**src/rtl/core/mexp_pkg.sv**
```systemverilog
// Shared types and constants for the modular exponentiation block.
// Used by mexp_mulmod and modular_exponentiation; no dependencies.
package mexp_pkg;

   localparam int ModWidth   = 31;
   localparam int WordWidth  = 63;
   localparam int CountWidth = 6;

   localparam logic [ModWidth-1:0]   DefaultModulus = ModWidth'(1000000007);
   localparam logic [CountWidth-1:0] BaseBits       = CountWidth'(WordWidth);
   localparam logic [CountWidth-1:0] ModBits        = CountWidth'(ModWidth);

   // Sequencer states
   typedef enum logic [2:0] {
      ST_IDLE,
      ST_REDUCE,
      ST_STEP,
      ST_MUL,
      ST_SQR
   } state_type;

   // Request into the shared modular multiply unit; b is left-aligned
   typedef struct packed {
      logic                  go;
      logic [ModWidth-1:0]   a;
      logic [WordWidth-1:0]  b;
      logic [CountWidth-1:0] nbits;
   } mul_req_type;

   // Response from the shared unit
   typedef struct packed {
      logic                done;
      logic [ModWidth-1:0] value;
   } mul_rsp_type;

endpackage

```
**src/rtl/core/mexp_mulmod.sv**
```systemverilog
// Shared bit-serial modular multiply unit: (a * b) mod m, one bit of b per cycle.
// Depends on mexp_pkg.
module mexp_mulmod
   import mexp_pkg::*;
(
   input  logic                clock,
   input  logic                reset,
   input  logic [ModWidth-1:0] modulus,
   input  mul_req_type         req,
   output mul_rsp_type         rsp
);

   logic                  busy_ff, busy_in;
   logic                  done_ff, done_in;
   logic [CountWidth-1:0] cnt_ff, cnt_in;
   logic [ModWidth-1:0]   a_ff, a_in;
   logic [WordWidth-1:0]  b_ff, b_in;
   logic [ModWidth-1:0]   r_ff, r_in;

   logic [ModWidth+1:0]   sum;
   logic [ModWidth+1:0]   m1;
   logic [ModWidth+1:0]   m2;
   logic [ModWidth-1:0]   reduced;

   // Double the remainder, add a when the next bit is set, fold back below m
   always_comb begin
      m1  = {2'b00, modulus};
      m2  = {1'b0, modulus, 1'b0};
      sum = {1'b0, r_ff, 1'b0} + (b_ff[WordWidth-1] ? {2'b00, a_ff} : '0);
      if (sum >= m2) begin
         reduced = ModWidth'(sum - m2);
      end else if (sum >= m1) begin
         reduced = ModWidth'(sum - m1);
      end else begin
         reduced = sum[ModWidth-1:0];
      end
   end

   // Load on go, advance one bit per cycle while busy
   always_comb begin
      busy_in = busy_ff;
      done_in = 1'b0;
      cnt_in  = cnt_ff;
      a_in    = a_ff;
      b_in    = b_ff;
      r_in    = r_ff;
      if (req.go) begin
         busy_in = 1'b1;
         cnt_in  = req.nbits;
         a_in    = req.a;
         b_in    = req.b;
         r_in    = '0;
      end else if (busy_ff) begin
         r_in   = reduced;
         b_in   = {b_ff[WordWidth-2:0], 1'b0};
         cnt_in = cnt_ff - 1'b1;
         if (cnt_ff == CountWidth'(1)) begin
            busy_in = 1'b0;
            done_in = 1'b1;
         end
      end
   end

   always_ff @(posedge clock) begin
      if (reset) begin
         busy_ff <= 1'b0;
         done_ff <= 1'b0;
         cnt_ff  <= '0;
      end else begin
         busy_ff <= busy_in;
         done_ff <= done_in;
         cnt_ff  <= cnt_in;
      end
      a_ff <= a_in;
      b_ff <= b_in;
      r_ff <= r_in;
   end

   assign rsp.done  = done_ff;
   assign rsp.value = r_ff;

endmodule

```
**src/rtl/core/modular_exponentiation.sv**
```systemverilog
// Modular exponentiation top level: right-to-left square-and-multiply sequencer.
// Depends on mexp_pkg and mexp_mulmod.
//
// Computes base^exponent mod modulus (operation 0) or base^(modulus-2) mod modulus
// (operation 1, the inverse for a prime modulus). An item is taken when start is high
// and busy is low; busy then stays high until the result is out. The result appears on
// rsp_result with rsp_strobe high for exactly one cycle and cannot be held off; rsp_result
// keeps it until the next result. All arithmetic runs through one bit-serial modular
// multiplier that retires one operand bit per cycle: the base reduction walks all 63 bits
// of the base, each modular multiply or square the 31 bits of its operand. Exponent zero
// finishes after the base reduction alone, and a modulus below two gives 0 on the
// cycle right after the transfer without raising busy. The modulus register is written
// through the csr channel; the user must write it only while idle, as the block itself
// does not enforce this.
module modular_exponentiation
   import mexp_pkg::*;
(
   input  logic                 clock,
   input  logic                 reset,
   input  logic                 start,
   output logic                 busy,
   input  logic                 req_operation,
   input  logic [WordWidth-1:0] req_base,
   input  logic [WordWidth-1:0] req_exponent,
   output logic                 rsp_strobe,
   output logic [ModWidth-1:0]  rsp_result,
   input  logic                 csr_valid,
   output logic                 csr_ready,
   input  logic [ModWidth-1:0]  csr_modulus
);

   state_type             state_ff, state_in;
   logic [ModWidth-1:0]   modulus_ff;
   logic [WordWidth-1:0]  e_ff, e_in;
   logic [ModWidth-1:0]   acc_ff, acc_in;
   logic [ModWidth-1:0]   sq_ff, sq_in;
   logic                  strobe_ff, strobe_in;
   logic [ModWidth-1:0]   result_ff, result_in;

   mul_req_type           mreq;
   mul_rsp_type           mrsp;

   // Shared modular multiply unit
   mexp_mulmod u_mulmod (
      .clock   (clock),
      .reset   (reset),
      .modulus (modulus_ff),
      .req     (mreq),
      .rsp     (mrsp)
   );

   // Sequence reduction, multiplies and squares over the exponent bits
   always_comb begin
      state_in   = state_ff;
      e_in       = e_ff;
      acc_in     = acc_ff;
      sq_in      = sq_ff;
      strobe_in  = 1'b0;
      result_in  = result_ff;
      mreq.go    = 1'b0;
      mreq.a     = sq_ff;
      mreq.b     = {sq_ff, {(WordWidth-ModWidth){1'b0}}};
      mreq.nbits = ModBits;
      case (state_ff)
         ST_IDLE: begin
            if (start) begin
               if (modulus_ff < ModWidth'(2)) begin
                  strobe_in = 1'b1;
                  result_in = '0;
               end else begin
                  e_in       = req_operation ?
                               {{(WordWidth-ModWidth){1'b0}}, modulus_ff - ModWidth'(2)} :
                               req_exponent;
                  acc_in     = ModWidth'(1);
                  mreq.go    = 1'b1;
                  mreq.a     = ModWidth'(1);
                  mreq.b     = req_base;
                  mreq.nbits = BaseBits;
                  state_in   = ST_REDUCE;
               end
            end
         end
         ST_REDUCE: begin
            if (mrsp.done) begin
               sq_in    = mrsp.value;
               state_in = ST_STEP;
            end
         end
         ST_STEP: begin
            if (e_ff == '0) begin
               strobe_in = 1'b1;
               result_in = acc_ff;
               state_in  = ST_IDLE;
            end else if (e_ff[0]) begin
               mreq.go  = 1'b1;
               mreq.a   = acc_ff;
               state_in = ST_MUL;
            end else begin
               mreq.go  = 1'b1;
               e_in     = {1'b0, e_ff[WordWidth-1:1]};
               state_in = ST_SQR;
            end
         end
         ST_MUL: begin
            if (mrsp.done) begin
               acc_in = mrsp.value;
               if (e_ff[WordWidth-1:1] == '0) begin
                  strobe_in = 1'b1;
                  result_in = mrsp.value;
                  state_in  = ST_IDLE;
               end else begin
                  mreq.go  = 1'b1;
                  e_in     = {1'b0, e_ff[WordWidth-1:1]};
                  state_in = ST_SQR;
               end
            end
         end
         ST_SQR: begin
            if (mrsp.done) begin
               sq_in    = mrsp.value;
               state_in = ST_STEP;
            end
         end
         default: begin
            state_in = ST_IDLE;
         end
      endcase
   end

   // Hold state, operands, the result and its one-cycle strobe
   always_ff @(posedge clock) begin
      if (reset) begin
         state_ff   <= ST_IDLE;
         strobe_ff  <= 1'b0;
         modulus_ff <= DefaultModulus;
      end else begin
         state_ff  <= state_in;
         strobe_ff <= strobe_in;
         if (csr_valid && csr_ready) begin
            modulus_ff <= csr_modulus;
         end
      end
      e_ff      <= e_in;
      acc_ff    <= acc_in;
      sq_ff     <= sq_in;
      result_ff <= result_in;
   end

   assign busy       = (state_ff != ST_IDLE);
   assign csr_ready  = 1'b1;
   assign rsp_strobe = strobe_ff;
   assign rsp_result = result_ff;

endmodule
```
**config.mk**
```make
export PLATFORM = sky130hd
export DESIGN_NAME = modular_exponentiation
export DESIGN_NICKNAME = d
export VERILOG_FILES = /design/src/rtl/core/mexp_pkg.sv /design/src/rtl/core/mexp_mulmod.sv /design/src/rtl/core/modular_exponentiation.sv
export SDC_FILE = /design/constraint.sdc
export NUM_CORES = 1
export LEC_CHECK = 0
export ABC_AREA = 0
export CAP_MARGIN = 10
export CORE_UTILIZATION = 29
export CTS_CLUSTER_DIAMETER = 200
export CTS_CLUSTER_SIZE = 30
export DETAILED_ROUTE_END_ITERATION = 12
export DONT_BUFFER_PORTS = 1
export PLACE_DENSITY_LB_ADDON = 0.3
export SYNTH_ARGS = -nofsm -noshare
export SYNTH_HDL_FRONTEND = slang
export SYNTH_HIERARCHICAL = 1
export SYNTH_SLANG_ARGS = --single-unit
```
**constraint.sdc**
```tcl
create_clock -name clock -period 10.1 [get_ports clock]
set_clock_uncertainty 0.05 [all_clocks]
set_input_delay 3.03 -clock clock [delete_from_list [all_inputs] [get_ports clock]]
set_output_delay 3.03 -clock clock [all_outputs]
set_load 0.005 [all_outputs]
```
==> results of run 1 <==
## placed cells by master, fill, tap and decap left out, types with 8 or more instances in the layout
| cell type | Yosys | layout |
|---|---|---|
| mux2_4 | 19 | 19 |
| and3_1 | 15 | 15 |
| nand3_1 | 22 | 22 |
| xnor2_1 | 78 | 78 |
| a21o_1 | 43 | 43 |
| o21a_1 | 10 | 10 |
| o21ai_1 | 16 | 16 |
| a31oi_1 | 12 | 12 |
| nand2b_1 | 14 | 13 |
| edfxtp_1 | 250 | 250 |
| nor2b_1 | 13 | 13 |
| nand4_1 | 15 | 15 |
| o21bai_1 | 10 | 10 |
| a21oi_1 | 97 | 96 |
| and2_1 | 100 | 100 |
| dfxtp_1 | 74 | 73 |
| inv_1 | 56 | 55 |
| ha_1 | 95 | 95 |
| clkbuf_1 | 73 | 8 |
| mux2i_1 | 66 | 66 |
| a22oi_1 | 23 | 23 |
| xor2_1 | 33 | 33 |
| a22o_1 | 35 | 35 |
| or3_1 | 14 | 14 |
| mux2_2 | 72 | 72 |
| nor3_1 | 27 | 26 |
| o211ai_1 | 11 | 11 |
| clkbuf_16 | 0 | 15 |
| nor2_1 | 150 | 145 |
| o21ai_0 | 96 | 96 |
| nand2_1 | 168 | 168 |
| buf_4 | 3 | 16 |
| nor4_1 | 34 | 33 |
| a221oi_1 | 18 | 18 |
| a211oi_1 | 29 | 29 |
## stage by stage
| step | util | setup WS [ps] | instance area (µm²) | std cells |
|---|---|---|---|---|
| 5_1_grt | 0.313 | 2570 | 21000 | 2732 |
| 3_5_place_dp | 0.307 | 3180 | 20600 | 2706 |
| 6_report | 0.313 | 3090 | 21000 | 2732 |
| 4_1_cts | 0.313 | 3110 | 21000 | 2730 |
| 3_3_place_gp | 0.306 | 3260 | 20600 | 2705 |
| 2_1_floorplan | - | 2860 | 19700 | 1913 |
## metal layers
| layer | routed length [µm] | global-route usage |
|---|---|---|
| met3 | 1900 | 0.0138 |
| met1 | 23500 | 0.195 |
| met5 | 0 | 0 |
| met4 | 1180 | 0.0407 |
| met2 | 29000 | 0.290 |
## cell usage after synthesis, types with 7 or more instances
cell type | count | area [µm²]
a221oi_1 | 18 | 158
nand4_1 | 15 | 93.8
edfxtp_1 | 250 | 7510
a211oi_1 | 29 | 218
nor2_1 | 150 | 563
o21ai_0 | 96 | 480
nand2b_1 | 14 | 87.6
clkbuf_1 | 73 | 274
ha_1 | 95 | 1190
nor3_1 | 27 | 135
buf_1 | 10 | 37.5
o21a_1 | 10 | 75.1
mux2_4 | 19 | 285
mux2_2 | 72 | 811
dfxtp_1 | 74 | 1480
xor2_1 | 33 | 289
a31oi_1 | 12 | 75.1
o21bai_1 | 10 | 75.1
o21ai_1 | 16 | 80.1
xnor2_1 | 78 | 683
nor4_1 | 34 | 213
a21o_1 | 43 | 323
o211ai_1 | 11 | 82.6
a22oi_1 | 23 | 173
nand2_1 | 168 | 631
a22o_1 | 35 | 307
inv_1 | 56 | 210
a211o_1 | 7 | 61.3
a21oi_1 | 97 | 485
and3_1 | 15 | 93.8
and2_1 | 100 | 626
nand3_1 | 22 | 110
or3_1 | 14 | 87.6
nor2b_1 | 13 | 81.3
mux2i_1 | 66 | 661
## flip-flops by register name (all words and copies together), names as in the netlist
register and count:
e_ff 63, u_mulmod/b_ff 63, acc_ff 31, modulus_ff 31
rsp_result 31, sq_ff 31, u_mulmod/a_ff 31, u_mulmod/r_ff 31
u_mulmod/cnt_ff 6, state_ff 3, rsp_strobe 1, u_mulmod/busy_ff 1
u_mulmod/done_ff 1
## kinds of logic after synthesis
logic type               after synthesis  share of synthesized area
AND/OR/NAND/NOR                      600                      0.152
AO/OA/AOI/OAI                        457                      0.155
flip-flops                           324                      0.456
multiplexers                         163                     0.0925
buffers and inverters                154                     0.0322
XOR/XNOR                             111                     0.0493
adder cells (fa/ha/maj)               98                     0.0633
other                                  1                   0.000190
## worst min path at each step
stage	to	startpoint
after floorplan	sq_ff[16]	u_mulmod/r_ff[16]
after global placement	u_mulmod/b_ff[6]	u_mulmod/b_ff[5]
after detailed placement	sq_ff[0]	u_mulmod/r_ff[0]
after CTS	sq_ff[0]	u_mulmod/r_ff[0]
after global routing	sq_ff[27]	u_mulmod/r_ff[27]
final	sq_ff[26]	u_mulmod/r_ff[26]
## area by class of cell
class | instances | area (µm²)
flip-flops and latches | 324 | 8990
repair buffers | 17 | 148
diodes | 2 | 5.00
well taps | 873 | 1090
clock buffers | 23 | 405
fillers | 6935 | 46200
inverters | 57 | 215
multi-input cells | 1435 | 10200
clock inverters | 1 | 8.76
## power breakdown
group	switching, W	leakage, nW	internal (W)	total (W)
clock network	0.000446	0.198	0.000284	0.000730
registers	0.000199	3.03	0.00177	0.00196
logic	0.00213	4.70	0.00138	0.00351
==> impl_metrics.json, run 1 <==
{
  "outcome": "finished clean",
  "syn_inst": 1908,
  "r2r-end": "u_mulmod/r_ff[0]",
  "yosys_warnings": 6,
  "num_rows": 95,
  "io_buffers": 0,
  "critical_path.endpoint": "u_mulmod/r_ff[0]",
  "ios": 196,
  "die-width_um": 263,
  "startpoint_type": "flop",
  "holdCritPathClass": "reg2reg",
  "slowest_stage": "edfxtp_1",
  "ys_ff_latch": 324,
  "power.total_w": 0.00620,
  "tightest_slew_ps": 1190,
  "drc": 0,
  "max-clock-path-buffers": 3,
  "hold_ws_ps": 501,
  "vias_per_cell": 5.25,
  "grt_overflow": 0,
  "clk_pin_slew_worst_paths_ps": 120,
  "drive_above_1_share": 0.0872,
  "start_util": 0.293,
  "synth_enable_flop_cells": 250,
  "ys_async_sr_fraction": 0,
  "cts_buffers": 14,
  "cts_num_sinks": 324,
  "fp.dieArea_um2": 69100,
  "r2r_slack_ps": 3090,
  "wirelength_um": 55600,
  "tns_ps": 0,
  "setup_viol": 0,
  "drtPass1Iterations": 6,
  "hold_path_depth": 0,
  "crit_buf_inv": 1,
  "antenna_found_initial": 2,
  "vias": 14300,
  "syn_area_per_cell_um2": 10.3,
  "fmax_mhz": 143,
  "die_y_um": 263,
  "grt_usage": 0.157,
  "area_growth_pct": 6.69,
  "cts_hold_buf": 0,
  "final-max-slew-violation-count": 0,
  "critical_path.startpoint": "u_mulmod/b_ff[62]",
  "cp-end-kind": "flop",
  "final_nets": 2109,
  "finalCritPeriodShare": 0.694,
  "netlist_area_um2": 19700,
  "wl_per_cell_um": 20.3,
  "critical_path_class": "reg2reg",
  "ant_nets": 0,
  "worstSetupPathDepth": 20,
  "yosysSeqAreaShare": 0.456,
  "insertion_delay_ps": 560,
  "critPathRequiredTime_ps": 10520,
  "drv_cap": 0,
  "rsz0062_at_grt": "false",
  "cts_root_buf": "clkbuf_16",
  "p_leak_nw": 7.93,
  "reg2reg_depth": 20,
  "rr_startpoint": "u_mulmod/b_ff[62]",
  "max_stage_delay_ps": 710,
  "cp_top_family": "compound AO/OA/AOI/OAI gates",
  "drtIter0Drc": 1060,
  "core-area_um2": 67300,
  "grt_pass1_vias": 14400,
  "place_hpwl_um": 42000,
  "max-vdd-ir-drop_uv": 186,
  "slew_headroom": 0.204,
  "cts_tree": "yes",
  "synth.distinct_cells": 78,
  "cts-htree-levels": 1,
  "grt_max_degree": 78,
  "ys.flop_type": "edfxtp_1",
  "grt_pass1_wl_um": 85600,
  "cp_max_fo": 31,
  "cp_cell_sequence": "and2_1 -> ha_1 -> fa_1 -> a21o_1 -> a31oi_1 -> nor4b_1 -> o31a_1 -> o21a_1 -> nor2_1 -> ha_1 -> and4_1 -> a221oi_1 -> a31oi_1 -> o21ai_0 -> and3_1 -> nand2_1 -> a21oi_2 -> buf_4 -> mux2_2 -> a211oi_1",
  "postCtsSetupRepairBufs": 0,
  "ctsResizeCount": 0,
  "finalCriticalPeriod_ps": 7010,
  "hold_viol": 0,
  "gp_congestion": 0.933,
  "critical_path_arrival_ps": 7430,
  "power_density_nw_per_um2": 295
}
(Power assumes the default switching activity.)
==> inputs of run 2 (changes only) <==
- clock period: 10.1 -> 6.5 ns (I/O delays scaled with it)
==> impl_metrics.json, run 2 (synthesized netlist as in run 1, its figures left out) <==
{
  "outcome": "finished clean",
  "drive_above_1_share": 0.0970,
  "final_nets": 2129,
  "dp_cells": 2726,
  "timing.critical_path.mode_cell": "buf_4",
  "grt_pass1_vias": 14200,
  "critical_path_arrival_ps": 6490,
  "critical_path_class": "reg2reg",
  "cp_top_family": "compound AO/OA/AOI/OAI gates",
  "insertion_delay_ps": 540,
  "drv_cap": 0,
  "min-delay-start": "u_mulmod/r_ff[26]",
  "mostFrequentLayoutCells": "edfxtp_1, nand2_1, nor2_1",
  "clk_pin_slew_worst_paths_ps": 120,
  "io_buffers": 0,
  "finalCritPeriodShare": 0.940,
  "antenna_found_initial": 3,
  "holdCritPathClass": "reg2reg",
  "num_rows": 95,
  "grt_usage": 0.159,
  "n_fill_cell": 6923,
  "cp-end-kind": "flop",
  "placed_area_um2": 20800,
  "die_y_um": 263,
  "drc": 0,
  "vias_per_cell": 5.25,
  "r2r_slack_ps": 390,
  "slowest_stage": "nor4b_1",
  "grt_overflow": 0,
  "reg_top3": "e_ff (63), u_mulmod/b_ff (63)",
  "gp_congestion": 0.902,
  "finalCriticalPeriod_ps": 6110,
  "rsz0062_at_grt": "false",
  "max_stage_delay_ps": 570,
  "cts_buffers": 14,
  "place_hpwl_um": 42600,
  "grt_pass1_wl_um": 86100,
  "finalInstanceArea_um2": 21200,
  "cp_cell_sequence": "buf_4 -> and2_1 -> ha_1 -> and3_1 -> nand3_1 -> nor4b_1 -> o31a_1 -> o21a_1 -> a41oi_1 -> xnor2_1 -> buf_4 -> ha_1 -> and3_1 -> and2_1 -> nand2_1 -> a21oi_1 -> a41o_1 -> o41ai_1 -> buf_4 -> o21ai_0 -> xnor2_1 -> a311o_1 -> a31oi_1",
  "worstSetupPathDepth": 23,
  "hold_path_depth": 0,
  "r2r-end": "u_mulmod/r_ff[28]",
  "setup_viol": 0,
  "fmax_mhz": 164,
  "power.total_w": 0.00993,
  "drtPass1Iterations": 7,
  "postCtsSetupRepairBufs": 0,
  "final-max-slew-violation-count": 0,
  "p_leak_nw": 8.03,
  "min_to": "sq_ff[26]",
  "die-width_um": 263,
  "area_growth_pct": 7.58,
  "crit_buf_inv": 3,
  "drtIter0Drc": 1027,
  "start_util": 0.293,
  "cts_num_sinks": 324,
  "rr_startpoint": "u_mulmod/b_ff[62]",
  "ios": 196,
  "tns_ps": 0,
  "fp.dieArea_um2": 69100,
  "cts_tree": "yes",
  "hold_viol": 0,
  "vias": 14400,
  "cts-htree-levels": 1,
  "reg2reg_depth": 23,
  "max-vdd-ir-drop_uv": 261,
  "wl_per_cell_um": 20.5,
  "final-instance-count-excl-fill": 2753,
  "cts_root_buf": "clkbuf_16",
  "final_common_cell": "edfxtp_1",
  "slew_headroom": 0.204,
  "cts_hold_buf": 0,
  "wirelength_um": 56500,
  "core-area_um2": 67300,
  "grt_max_degree": 140,
  "cp_max_fo": 20,
  "power_density_nw_per_um2": 468,
  "max-clock-path-buffers": 3,
  "critPathRequiredTime_ps": 6880,
  "startpoint_type": "flop",
  "ctsResizeCount": 0,
  "tightest_slew_ps": 1190,
  "ant_nets": 0
}
run 2: cell types whose count changed in the layout (fill, tap and decap cells not counted), sizes merged:
cell / change
buf: +20
diode: +1
run 2: where the power goes:
group	switching, W	internal [W]
clock	0.000682	0.000441
combinational	0.00344	0.00231
sequential	0.000301	0.00274
total	0.00443	0.00550
run 2: cell type report:
type / instances / area [µm²] / area share
diodes: 3 / 7.51 / 0.000354
multi-input cells: 1435 / 10200 / 0.480
well taps: 873 / 1090 / 0.0515
inverters: 57 / 215 / 0.0101
clock buffers: 23 / 405 / 0.0191
flip-flops and latches: 324 / 8990 / 0.424
clock inverters: 1 / 8.76 / 0.000413
repair buffers: 37 / 310 / 0.0146
run 2: layer usage:
layer	global-route usage	vias up	part of all wire
met4	0.0444	0	0.023
li1	-	6982	-
met1	0.200	7094	0.43
met3	0.0119	51	0.031
met5	0	-	0
met2	0.290	315	0.52
run 2: worst max-delay path by stage:
stage                            from                 to  slack, ps
floorplan                       start           e_ff[10]        440
global placement    u_mulmod/b_ff[62]  u_mulmod/r_ff[28]        440
detailed placement  u_mulmod/b_ff[62]  u_mulmod/r_ff[28]        530
CTS                 u_mulmod/b_ff[62]  u_mulmod/r_ff[28]        460
global route        u_mulmod/b_ff[62]  u_mulmod/r_ff[22]        110
finish              u_mulmod/b_ff[62]  u_mulmod/r_ff[28]        390
run 2: per-stage QoR:
stage / utilization / hold slack, ps / setup slack, ps
floorplan: - / 414 / 443
global placement: 0.309 / 476 / 441
detailed placement: 0.309 / 488 / 533
CTS: 0.315 / 512 / 462
global route: 0.315 / 523 / 114
finish: 0.315 / 500 / 388
